==> src/gmn_pkg.sv <==
// gmn_pkg: shared types and constants for the gray min-max normalizer
// no dependencies
package gmn_pkg;
  localparam int FRAME_PIXELS = 65536;
  localparam int SAMPLE_BITS = 16;
  localparam int ADDR_W = $clog2(FRAME_PIXELS);
  localparam int CNT_W = ADDR_W + 1;
  localparam int V_W = 24;
  localparam int NUM_W = V_W + 8;
  localparam logic [16:0] COEF_R = 17'd19589;
  localparam logic [16:0] COEF_G = 17'd38470;
  localparam logic [16:0] COEF_B = 17'd7471;
  localparam logic [2:0] SPP_GRAY = 3'd1;
  localparam logic [2:0] SPP_RGB = 3'd3;
  localparam logic ACT_LOAD = 1'b0;

  typedef struct packed {
    logic        action;
    logic [15:0] red_or_gray;
    logic [15:0] green;
    logic [15:0] blue;
    logic        last_pixel;
  } in_item_t;

  typedef struct packed {
    logic [7:0] scaled_value;
    logic       last_out;
    logic       format_error;
  } out_item_t;

  // job handed to the divider
  typedef struct packed {
    logic [NUM_W-1:0] num;
    logic [V_W-1:0]   den;
    logic             flat;
    logic             last;
    logic             err;
  } div_job_t;
endpackage

==> src/gmn_div.sv <==
// gmn_div: restoring divider, ceil(num/den) clamped to 255 (0 if flat), one bit per cycle
// depends on gmn_pkg
module gmn_div (
  input  logic                clk,
  input  logic                rst_n,
  input  logic                start,
  input  gmn_pkg::div_job_t   job,
  output logic                busy,
  output logic                done,
  output gmn_pkg::out_item_t  result
);
  localparam int N = gmn_pkg::NUM_W;
  localparam int SW = $clog2(N + 1);

  logic [N-1:0] quo_r, quo_nxt;
  logic [gmn_pkg::V_W:0] rem_r, rem_nxt;
  logic [gmn_pkg::V_W-1:0] den_r;
  logic [SW-1:0] cnt_r, cnt_nxt;
  logic busy_r, busy_nxt, done_r, done_nxt;
  logic flat_r, last_r, err_r;
  logic [gmn_pkg::V_W:0] trial;
  logic [N-1:0] qfin;

  // one quotient bit per cycle
  always_comb begin
    quo_nxt = quo_r;
    rem_nxt = rem_r;
    cnt_nxt = cnt_r;
    busy_nxt = busy_r;
    done_nxt = 1'b0;
    trial = '0;
    if (start) begin
      quo_nxt = job.num;
      rem_nxt = '0;
      cnt_nxt = SW'(N);
      busy_nxt = 1'b1;
    end else if (busy_r) begin
      trial = {rem_r[gmn_pkg::V_W-1:0], quo_r[N-1]};
      if (trial >= {1'b0, den_r}) begin
        rem_nxt = trial - {1'b0, den_r};
        quo_nxt = {quo_r[N-2:0], 1'b1};
      end else begin
        rem_nxt = trial;
        quo_nxt = {quo_r[N-2:0], 1'b0};
      end
      cnt_nxt = cnt_r - SW'(1);
      if (cnt_r == SW'(1)) begin
        busy_nxt = 1'b0;
        done_nxt = 1'b1;
      end
    end
  end

  always_ff @(posedge clk) begin
    if (!rst_n) begin
      busy_r <= 1'b0;
      done_r <= 1'b0;
      cnt_r <= '0;
    end else begin
      busy_r <= busy_nxt;
      done_r <= done_nxt;
      cnt_r <= cnt_nxt;
    end
  end

  always_ff @(posedge clk) begin
    quo_r <= quo_nxt;
    rem_r <= rem_nxt;
    if (start) begin
      den_r <= job.den;
      flat_r <= job.flat;
      last_r <= job.last;
      err_r <= job.err;
    end
  end

  // round up on nonzero remainder, clamp
  always_comb begin
    qfin = quo_r + N'(rem_r != '0);
    result.scaled_value = flat_r ? 8'd0 :
                          (qfin > N'(255) ? 8'd255 : qfin[7:0]);
    result.last_out = last_r;
    result.format_error = err_r;
  end

  assign busy = busy_r;
  assign done = done_r;

`ifndef SYNTHESIS
  a_no_start_busy: assert property (@(posedge clk) disable iff (!rst_n)
    start |-> !busy_r) else $error("divider started while busy");
  a_done_after_busy: assert property (@(posedge clk) disable iff (!rst_n)
    done_r |-> !busy_r && $past(busy_r)) else $error("done without busy");
  a_start_busy: assert property (@(posedge clk) disable iff (!rst_n)
    start |=> busy_r) else $error("start did not raise busy");
`endif
endmodule

==> config.mk <==
export PLATFORM = sky130hd
export DESIGN_NAME = gmn_div
export DESIGN_NICKNAME = d
export VERILOG_FILES = /design/src/gmn_pkg.sv /design/src/gmn_div.sv
export SDC_FILE = /design/constraint.sdc
export NUM_CORES = 1
export LEC_CHECK = 0
export BUFFER_PORTS_ARGS = -buffer_cell sky130_fd_sc_hd__buf_2
export CAP_MARGIN = 10
export CORE_AREA = 8 8 131 133
export CTS_BUF_LIST = sky130_fd_sc_hd__clkbuf_8
export CTS_CLUSTER_SIZE = 10
export DETAILED_ROUTE_END_ITERATION = 16
export DIE_AREA = 0 0 139 141
export PLACE_DENSITY = 0.6
export RECOVER_POWER = 50
export REMOVE_ABC_BUFFERS = 1
export SYNTH_ARGS = -nofsm -noshare
export SYNTH_HDL_FRONTEND = slang
export SYNTH_SLANG_ARGS = --single-unit
==> constraint.sdc <==
create_clock -name clk -period 3.5 [get_ports clk]
set_input_delay 0.35 -clock clk [delete_from_list [all_inputs] [get_ports clk]]
set_output_delay 0.35 -clock clk [all_outputs]
set_load 0.01 [all_outputs]
# After elaboration in Yosys (flattened, before gate mapping)
# Index checks and enable logic that the tools add are counted.
# totals
ff_bits	92
input_bits	62
output_inout_bits	12
wordCells	34
# op_classes
n_addsub	3
n_lt_le_gt_ge	2
eq_ne	1
muxes	12
n_bitwise	2
reduce_logical	4
# op_table
cell	n
$mux W32	2
$add A32 B1 Y32	1
$gt A32 B8 Y1 const B	1
$ge A25 B24 Y1	1
$mux W25	1
$reduce_bool A25 Y1	1
$sub A25 B24 Y25	1
$mux W8	2
$mux W6	2
$eq A6 B1 Y1 const B	1
$sub A6 B1 Y6 const B	1
$mux W1	5
$reduce_or A3 Y1	1
$not A1 Y1	2
$reduce_bool A2 Y1	1
$reduce_or A2 Y1	1

# Longest topological paths before layout
# Gate-level depths: netlist of run 1.
# logic_depth
ltp_word	5
mapped_depth	16
mapped_depth_nobuf	14

# Worst setup path before layout of run 1
# OpenSTA, ideal clock, no wires.
# synth_timing
kind	reg-to-output
startpoint	reg rem_r[4] (netlist bit)
endpoint	out result[2] (netlist bit)
arrival_ns	3.080
required_time_ns	3.150
slack_ns	0.070
stages_incl_launch_ff	15
path_buffers	2
path_cell_list	dfxtp_1 or4_1 nor4_1 nand4_1 ha_1 ha_1 and4_1 clkbuf_1 nand3_1 a21oi_1 o32a_1 nor4_1 and4b_1 buf_6 a21oi_1
# synth_rtl
element	line	rtl
start: declaration	gmn_div.sv:16	logic [gmn_pkg::V_W:0] rem_r, rem_nxt;
start signal: assignment	gmn_div.sv:68	rem_r <= rem_nxt;
end: declaration	gmn_div.sv:10	output gmn_pkg::out_item_t result

==> results of run 1 <==
-- area by class of cell --
cell class / instances / area share, %
clock buffer: 10 / 2.010
clock inverter: 6 / 0.8406
inverter: 38 / 2.083
multi-input combinational: 451 / 47.62
sequential: 92 / 35.58
tap: 188 / 3.436
timing repair buffer: 102 / 8.425
-- cells in the final DEF, fill, tap and decap left out, drive strengths merged, types with 12 or more instances in the layout --
cell    instances
nand2          47
nor4           12
inv            41
ha             28
nand3          28
mux2           33
clkbuf         18
nor2           52
a211oi         18
a21oi          46
buf            94
dfxtp          33
nor3           12
o21ai          21
edfxtp         59
xnor2          18
-- path summary, 6_finish.rpt --
kind	slack, ns	cells past startpoint	to
worst max-delay path	-0.50	13	result[4]
worst min-delay path	0.14	1	den_r[12]
worst min register to register	0.50	2	cnt_r[1]
worst max register to register	0.43	11	rem_r[18]
-- per-layer routing --
layer  part of all wire (%)  wire length (microns)  vias to the layer above
met5                      0                      0                        -
met4                    2.0                    303                        0
met3                    5.3                    806                       27
met2                     48                   7217                      178
met1                     45                   6759                     2351
li1                       -                      -                     2444
-- flip-flops by register name, indices dropped and copies added, names as in the netlist --
| name | flops |
|---|---|
| flat_r | 1 |
| den_r | 24 |
| last_r | 1 |
| done | 1 |
| err_r | 1 |
| quo_r | 32 |
| cnt_r | 6 |
| rem_r | 25 |
| busy | 1 |
-- timing repair --
| item | CTS | global route |
|---|---|---|
| pin swaps | 17 | 6 |
| buffers inserted | 2 | 0 |
| gates resized for setup | 28 | 7 |
| endpoints found under the setup margin | 8 | 8 |
-- where the power goes --
part           internal [mW]  leakage, nW  total [mW]  switching, mW
Sequential              1.27        0.859        1.36         0.0963
Combinational          0.321         1.76       0.712          0.391
Clock                  0.344        0.106       0.728          0.385
Total                   1.93         2.72        2.80          0.872
-- logic make-up (layout without fill, tap and decap cells) --
logic type                 after synthesis  after routing  synth area share [%]
xor gates and xnor gates                25             25                 3.737
and+or+nand+nor                        205            205                 17.68
AOI/OAI and AO/OA                      148            148                 17.21
DFF                                     92             92                 41.51
adders and majority gates               29             29                 6.321
muxes                                   44             44                 8.221
buffers and inverters                   68            156                 5.317
-- metrics by stage --
step                      setup TNS (ns)  hold WS [ns]
after global placement            -2.099        0.4845
after floorplan                        0        0.4162
after detailed placement          -2.556        0.4906
after CTS                         -3.028        0.1141
final                             -3.973        0.1420
after global routing              -5.122        0.1149
==> flow_summary.json, run 1 <==
{
  "status": "finished, violations left",
  "failed_checks": "capacitance limit, slew limit, setup timing",
  "row_count": 45,
  "cts_inserted_buffers": 9,
  "path_max_fanout": 8,
  "route.detailed.drc": 0,
  "n_antenna_cell": 0,
  "synth_cells": 611,
  "postPlaceCellArea_sq_um": 6504,
  "fillers": 1479,
  "io_buffer_count": 73,
  "grt_pass1_vias": 5014,
  "pwr_density_cell_nw_per_um2": 409.3,
  "grt_antenna_before_repair": 0,
  "drt_first_iter_violations": 381,
  "die_x_microns": 139,
  "overflow": 0,
  "regArea_sq_um": 2436,
  "synth.distinct_cells": 66,
  "synth_async_sr_flop_share_pct": 0,
  "io_pins": 74,
  "path_cells": "or4_4 -> nor4_4 -> nand4_1 -> ha_2 -> ha_4 -> and4_4 -> nand3_4 -> a21oi_2 -> o32a_1 -> nor4_2 -> and4b_4 -> a21oi_2 -> buf_2",
  "rsz0062_at_grt": "yes",
  "ys_seq_area_share_pct": 41.51,
  "synth_top_area_share_pct": 30.24,
  "crit_type": "flop to output pin",
  "cpMostUsedCell": "a21oi_2",
  "power.leakage_nw": 2.723,
  "critPathArrivalTime_ns": 3.65,
  "vias": 5000,
  "synthFlopType": "edfxtp_1",
  "root_buffer": "clkbuf_8",
  "slew_viol_final": 40,
  "dr.pass1.iters": 5,
  "ir_drop_v": 0.0001669,
  "placed_cells": 870,
  "setup_slack_ns": -0.5025,
  "initial_core_util_pct": 39.12,
  "final.min_clock_period_ns": 4.003,
  "cts.sinks": 92,
  "synth_area_sq_um": 5859,
  "yosys-top-cells-count": "59 x edfxtp_1, 52 x nor2_1, 46 x a21oi_1, 44 x nand2_1, 38 x inv_1",
  "fin_crit_sh_pct": 114.4,
  "pre_cts_ws_ns": -0.3350,
  "cp_slowest_cell": "or4_4",
  "grt_pass1_wl_microns": 24940,
  "power.total_mw": 2.802,
  "utilization_pct": 45.71,
  "start_kind": "flop",
  "dieArea_sq_um": 19600,
  "yosysTopAreaCell": "edfxtp_1",
  "dieHeight_microns": 141,
  "fin_cells": 887,
  "synth-edff-count": 59,
  "cts_buffer_depth": 2,
  "slowest_delay_ns": 0.54,
  "grt_max_degree": 44,
  "clock_latency_ns": 0.38,
  "gp_congestion": 0.9613,
  "yosys-top-cells-area": "edfxtp_1 30%, dfxtp_1 11%, mux2_2 6.3%",
  "wire_per_inst_microns": 17.01,
  "synth-seq-cells": 92,
  "place_hpwl_microns": 11070,
  "max_cap_violations": 1,
  "worst-path-buf-inv": 1,
  "ant_nets": 0,
  "grt_usage_pct": 15.44,
  "r2r_start": "quo_r[31]",
  "cts-htree-levels": 3,
  "nets": 785,
  "maxSlewHeadroom_pct": -35.38,
  "use_met2_pct": 25.34,
  "cts_tree": "built",
  "coreArea_sq_um": 14980,
  "yosysMostFrequentCell": "edfxtp_1",
  "tightestPinTransition_ns": 2.031,
  "ys_warn_count": 0,
  "wl_microns": 15090,
  "multi_input_area_sq_um": 3261,
  "final_area_sq_um": 6847,
  "hold_buffers": 0,
  "crit_path_end_kind": "output pin",
  "hold_path.class": "primary input to flop",
  "crit_required_ns": 3.15,
  "clk_pin_slew_worst_paths_ns": 0.09,
  "grt-busiest-layer": "met2",
  "global_route.usage.met1_pct": 18.91,
  "hp-start": "job[15]",
  "met3_usage_pct": 4.153,
  "fin_worst_skew_ns": 0.01211,
  "crit_family": "simple AND/OR/NAND/NOR gates",
  "syn_area_per_cell_sq_um": 9.590,
  "finalHoldViolCount": 0,
  "timing.fmax_mhz": 249.8,
  "vias_per_cell": 5.637,
  "layout-drive-gt1-share_pct": 26.04,
  "syn_to_final_growth_pct": 16.85,
  "crit_start": "rem_r[7]",
  "finalSetupViolations": 8
}
Power figures use the tool's default switching activity.
==> run 2: changes to the inputs <==
==> constraint.sdc (replaced) <==
create_clock -name clk -period 3.43 [get_ports clk]
set_input_delay 0.343 -clock clk [delete_from_list [all_inputs] [get_ports clk]]
set_output_delay 0.343 -clock clk [all_outputs]
set_load 0.01 [all_outputs]
==> run 2 against run 1 <==
  * The run still ends with capacitance limit, slew limit, setup timing left
  * Flip-flop and latch count did not move
  * Sequential power barely moved
  * Via count fell by 0.76%
  * Non-clock buffer count rose by 4
  * Final area barely moved
  * Register-to-register slack got worse by 0.02 ns
  * Setup slack barely moved
  * Clock power fell by 8.1%
  * Total power fell by 0.80%
  * Clock skew fell by 0.0068 ns
  * Combinational power rose by 2%
  * Die area did not move
  * Critical endpoint unchanged
==> flow_summary.json, run 2 (synthesis results as in run 1) <==
{
  "path_max_fanout": 8,
  "cts.sinks": 92,
  "dieArea_sq_um": 19600,
  "grt_pass1_wl_microns": 24290,
  "clk_pin_slew_worst_paths_ns": 0.09,
  "tightestPinTransition_ns": 2.083,
  "finalHoldViolCount": 0,
  "holdWs_ns": 0.1244,
  "grt-busiest-layer": "met2",
  "vias_per_cell": 5.569,
  "wl_microns": 15010,
  "met3_usage_pct": 3.511,
  "crit_path_end_kind": "output pin",
  "final.min_clock_period_ns": 3.932,
  "cts-htree-levels": 3,
  "row_count": 45,
  "clkPwrFrac_pct": 24.1,
  "syn_to_final_growth_pct": 16.76,
  "slowest_delay_ns": 0.54,
  "hp-start": "job[2]",
  "seqPwrFrac_pct": 49.9,
  "ir_drop_v": 0.0002280,
  "dr.pass1.iters": 5,
  "start_kind": "flop",
  "top_regs": "quo_r x32, rem_r x25, den_r x24",
  "wire_per_inst_microns": 16.85,
  "fin_cells": 891,
  "pre_cts_ws_ns": -0.3914,
  "setup_slack_ns": -0.5022,
  "drt_first_iter_violations": 331,
  "initial_core_util_pct": 39.12,
  "cts_buffer_depth": 2,
  "power_frac_comb_pct": 26.1,
  "grt_usage_pct": 15.24,
  "final_common_cell": "buf_2",
  "largest_reg_flops": 32,
  "vias": 4962,
  "ant_nets": 0,
  "finalSetupViolations": 8,
  "path_cells": "or4_4 -> nor4_4 -> nand4_1 -> ha_2 -> and4_4 -> nand4_1 -> mux2_4 -> o22ai_2 -> nand3_1 -> nor4_2 -> and4b_4 -> a21oi_2 -> buf_2",
  "p_switching_mw": 0.8864,
  "global_route.usage.met1_pct": 18.34,
  "grt_antenna_before_repair": 0,
  "route.detailed.drc": 0,
  "timing.fmax_mhz": 254.3,
  "min_path_cells": 1,
  "max_cap_violations": 1,
  "crit_start": "rem_r[7]",
  "intPower_mw": 1.893,
  "fin_worst_skew_ns": 0.005337,
  "cts_inserted_buffers": 9,
  "failed_checks": "capacitance limit, slew limit, setup timing",
  "io_pins": 74,
  "ff2ff_path_depth": 10,
  "r2r_start": "rem_r[6]",
  "hold_path.class": "primary input to flop",
  "grt_pass1_vias": 4931,
  "power.leakage_nw": 2.729,
  "min_to": "flat_r",
  "fin_crit_sh_pct": 114.6,
  "r2r_setup_slack_ns": 0.41,
  "utilization_pct": 45.68,
  "dieHeight_microns": 141,
  "cpMostUsedCell": "nand4_1",
  "coreArea_sq_um": 14980,
  "status": "finished, violations left",
  "final_cell_mix": "67 x buf_2, 59 x edfxtp_1, 51 x nor2_1",
  "layout-drive-gt1-share_pct": 26.60,
  "io_buffer_count": 73,
  "root_buffer": "clkbuf_8",
  "reg2reg_to": "rem_r[22]",
  "slew_viol_final": 40,
  "grt_max_degree": 44,
  "p_sw_share_pct": 31.89,
  "largest-register": "quo_r",
  "n_antenna_cell": 0,
  "rsz0062_at_grt": "yes",
  "place_hpwl_microns": 11090,
  "die_x_microns": 139,
  "placed_cells": 871,
  "use_met2_pct": 25.52,
  "crit_required_ns": 3.09,
  "cp_slowest_cell": "or4_4",
  "gp_congestion": 0.9594,
  "clock_latency_ns": 0.39,
  "overflow": 0,
  "nets": 789,
  "cts_tree": "built",
  "pwr_density_cell_nw_per_um2": 406.3,
  "maxSlewHeadroom_pct": -38.89,
  "crit_type": "flop to output pin",
  "critPathArrivalTime_ns": 3.59
}
==> run 2: cell types whose count changed in the layout (fill, tap and decap cells not counted), moves of 2 or more <==
cell      change
buf_4         +4
clkinv_2      +3
dfxtp_1       +2
dfxtp_2       -2
inv_1         -2
==> run 2: critical path, delay by kind of cell, from the launching register on <==
family | cells | cell delay, ns
simple gates | 8 | 1.94
flops | 1 | 0.33
mux | 1 | 0.32
fa+ha+maj | 1 | 0.26
compound gates | 2 | 0.19
buf+inv | 1 | 0.16
==> run 2: layout make-up <==
cell class / instances / area, sq um
clock inverter: 6 / 31.28
clock buffer: 10 / 137.6
inverter: 38 / 142.6
timing repair buffer: 106 / 608.1
multi-input combinational: 451 / 3253
sequential: 92 / 2434
tap: 188 / 235.2
fill: 1441 / 8135
==> run 2: worst max path at each step <==
stage	to	slack, ns	depth (start not counted)
3_3_place_gp	result[2]	-0.33	14
3_5_place_dp	result[4]	-0.39	14
5_1_grt	result[8]	-0.62	13
6_report	result[4]	-0.50	13
4_1_cts	result[4]	-0.49	15
2_1_floorplan	result[2]	0.05	12
==> run 2: through the flow <==
stage                     area [sq um]  TNS [ns]  power [mW]
final                             6842    -3.922       2.780
after global routing              6842    -4.892       2.939
after CTS                         6803    -3.883       2.806
after detailed placement          6511    -3.051       2.099
after global placement            6511    -2.574       2.088
after floorplan                   5690         0       1.858
==> run 2: what timing repair did <==
action,4_1_cts,5_1_grt
hold buffers,0,0
endpoints found under the setup margin,8,8
gates resized for setup,28,5
setup buffers,2,3
pin swaps,16,3
==> run 2: power groups by stage <==
stage	clock, mW	combinational [mW]	sequential [mW]
after CTS	0.702	0.718	1.38
after floorplan	0	0.473	1.39
after global placement	0	0.687	1.40
after global routing	0.733	0.804	1.40
after detailed placement	0	0.694	1.41
final	0.669	0.724	1.39
==> run 2: routing by layer <==
metal  wire length, microns  share of wire [%]
met3                    752                5.0
met5                      0                  0
met2                   7094                 47
met4                    306                2.0
met1                   6857                 46
==> run 3: changes to the inputs <==
--- a/config.mk
+++ b/config.mk
@@ -8,7 +8,7 @@
 export BUFFER_PORTS_ARGS = -buffer_cell sky130_fd_sc_hd__buf_2
 export CAP_MARGIN = 10
 export CORE_AREA = 8 8 131 133
-export CTS_BUF_LIST = sky130_fd_sc_hd__clkbuf_8
+export CTS_BUF_LIST = sky130_fd_sc_hd__clkbuf_16
 export CTS_CLUSTER_SIZE = 10
 export DETAILED_ROUTE_END_ITERATION = 16
 export DIE_AREA = 0 0 139 141
==> run 3 against run 2 <==
  * Register-to-register slack about the same
  * Final cell count down 0.22%
  * The run still ends with capacitance limit, slew limit, setup timing left
  * Critical path type unchanged
  * Highest routed layer unchanged
  * Largest power group unchanged
  * Largest cell class unchanged
  * Maximum frequency up 1.1%
  * Critical endpoint is now result[8]
  * Via count down 0.26%
==> flow_summary.json, run 3 (synthesis results as in run 1) <==
{
  "status": "finished, violations left",
  "failed_checks": "capacitance limit, slew limit, setup timing",
  "ir_drop_v": 0.0002549,
  "io_pins": 74,
  "nets": 787,
  "cts-htree-levels": 3,
  "fillers": 1438,
  "cts_inserted_buffers": 9,
  "hold_buffers": 0,
  "vias_per_cell": 5.567,
  "setup_slack_ns": -0.4603,
  "maxSlewHeadroom_pct": -35.85,
  "crit_family": "simple AND/OR/NAND/NOR gates",
  "grt_max_degree": 44,
  "slew_viol_final": 40,
  "top_layer": "met4",
  "final.min_clock_period_ns": 3.890,
  "path_max_fanout": 8,
  "wl_met2_microns": 7139,
  "max_cap_violations": 1,
  "grt_antenna_before_repair": 0,
  "worst-path-buf-inv": 1,
  "die_x_microns": 139,
  "place_hpwl_microns": 11090,
  "gp_congestion": 0.9594,
  "pre_cts_ws_ns": -0.3914,
  "fin_worst_skew_ns": 0.006282,
  "fin_crit_sh_pct": 113.4,
  "largest_reg_flops": 32,
  "coreArea_sq_um": 14980,
  "cts_buffer_depth": 2,
  "cts.sinks": 92,
  "tightestPinTransition_ns": 2.038,
  "wl_microns": 15090,
  "timing.fmax_mhz": 257.0,
  "clk_pin_slew_worst_paths_ns": 0.06,
  "tns_ns": -3.636,
  "path_cells": "or4_4 -> nor4_4 -> nand4_1 -> ha_2 -> and4_4 -> nand4_1 -> mux2_4 -> o22ai_2 -> nand3_1 -> nor4_2 -> and4b_4 -> a21oi_2 -> buf_2",
  "slowest_delay_ns": 0.54,
  "dieArea_sq_um": 19600,
  "layout-drive-gt1-share_pct": 26.11,
  "power.leakage_nw": 2.761,
  "drt_first_iter_violations": 261,
  "crit_required_ns": 3.09,
  "grt_pass1_vias": 4978,
  "cp_slowest_cell": "or4_4",
  "critPathArrivalTime_ns": 3.55,
  "final_cell_mix": "67 x buf_2, 59 x edfxtp_1, 52 x nor2_1",
  "start_kind": "flop",
  "placed_cells": 871,
  "wire_per_inst_microns": 16.97,
  "io_buffer_count": 73,
  "fin_cells": 889,
  "grt_usage_pct": 15.36,
  "crit_start": "rem_r[7]",
  "postPlaceCellArea_sq_um": 6511,
  "pwr_density_cell_nw_per_um2": 437.4,
  "cts_tree": "built",
  "finalHoldViolCount": 0,
  "crit_path_end_kind": "output pin",
  "crit_type": "flop to output pin",
  "route.detailed.drc": 0,
  "overflow": 0,
  "grt_pass1_wl_microns": 24390,
  "r2r_start": "quo_r[31]",
  "rsz0062_at_grt": "yes",
  "wl_met3_microns": 727,
  "cpMostUsedCell": "nand4_1",
  "vias": 4949,
  "top_regs": "quo_r x32, rem_r x25, den_r x24",
  "final_area_sq_um": 6915,
  "n_antenna_cell": 0,
  "final_common_cell": "buf_2",
  "finalSetupViolations": 8,
  "clock_latency_ns": 0.35,
  "hp-start": "job[20]",
  "largest-register": "quo_r",
  "dr.pass1.iters": 5,
  "dieHeight_microns": 141,
  "ant_nets": 0,
  "row_count": 45,
  "initial_core_util_pct": 39.12,
  "wl_met1_microns": 6896,
  "hold_path.class": "primary input to flop",
  "root_buffer": "clkbuf_16",
  "syn_to_final_growth_pct": 18.02
}
==> run 3: cell count changes in the layout (fill, tap and decap cells not counted), sizes merged <==
cell / before / now
buf: 98 / 96
clkbuf: 18 / 17
clkinv: 5 / 6
==> run 3: final cells by class <==
cell class,count,area (sq um),area share [%]
clock buffers,9,225.2,3.257
repair buffers,104,593.1,8.576
multi-input cells,451,3251,47.01
inverters,38,142.6,2.063
well taps,188,235.2,3.401
clock inverters,7,35.03,0.5066
flip-flops and latches,92,2434,35.19
==> run 3: power breakdown <==
group,internal [mW],switching [mW]
clock network,0.481,0.430
registers,1.29,0.0966
logic,0.327,0.398
==> run 3: repair_timing <==
item	CTS	global route
pin swaps	16	2
hold endpoints to repair	0	0
gates resized for setup	28	4
buffers inserted	2	1
setup endpoints to repair	8	8
==> run 3: worst paths after layout <==
check / endpoint / slack (ns) / cells past startpoint
worst max register to register: rem_r[18] / 0.42 / 11
worst max-delay path: result[8] / -0.46 / 13
worst min-delay path: den_r[17] / 0.16 / 1
worst min register to register: cnt_r[1] / 0.50 / 2
==> run 3: metal layers <==
layer | vias to the layer above | track usage [%]
met1 | 2336 | 18.46
met2 | 140 | 25.40
met5 | - | 0
met3 | 26 | 4.119
met4 | 0 | 6.817
li1 | 2447 | -
==> run 3: through the flow <==
step,hold slack (ns),util [%],power (mW)
detailed placement,0.4866,43.48,2.099
global placement,0.4844,43.48,2.088
global route,0.1465,46.17,3.181
finish,0.1591,46.17,3.025
CTS,0.1424,46.03,3.044
floorplan,0.4092,-,1.858
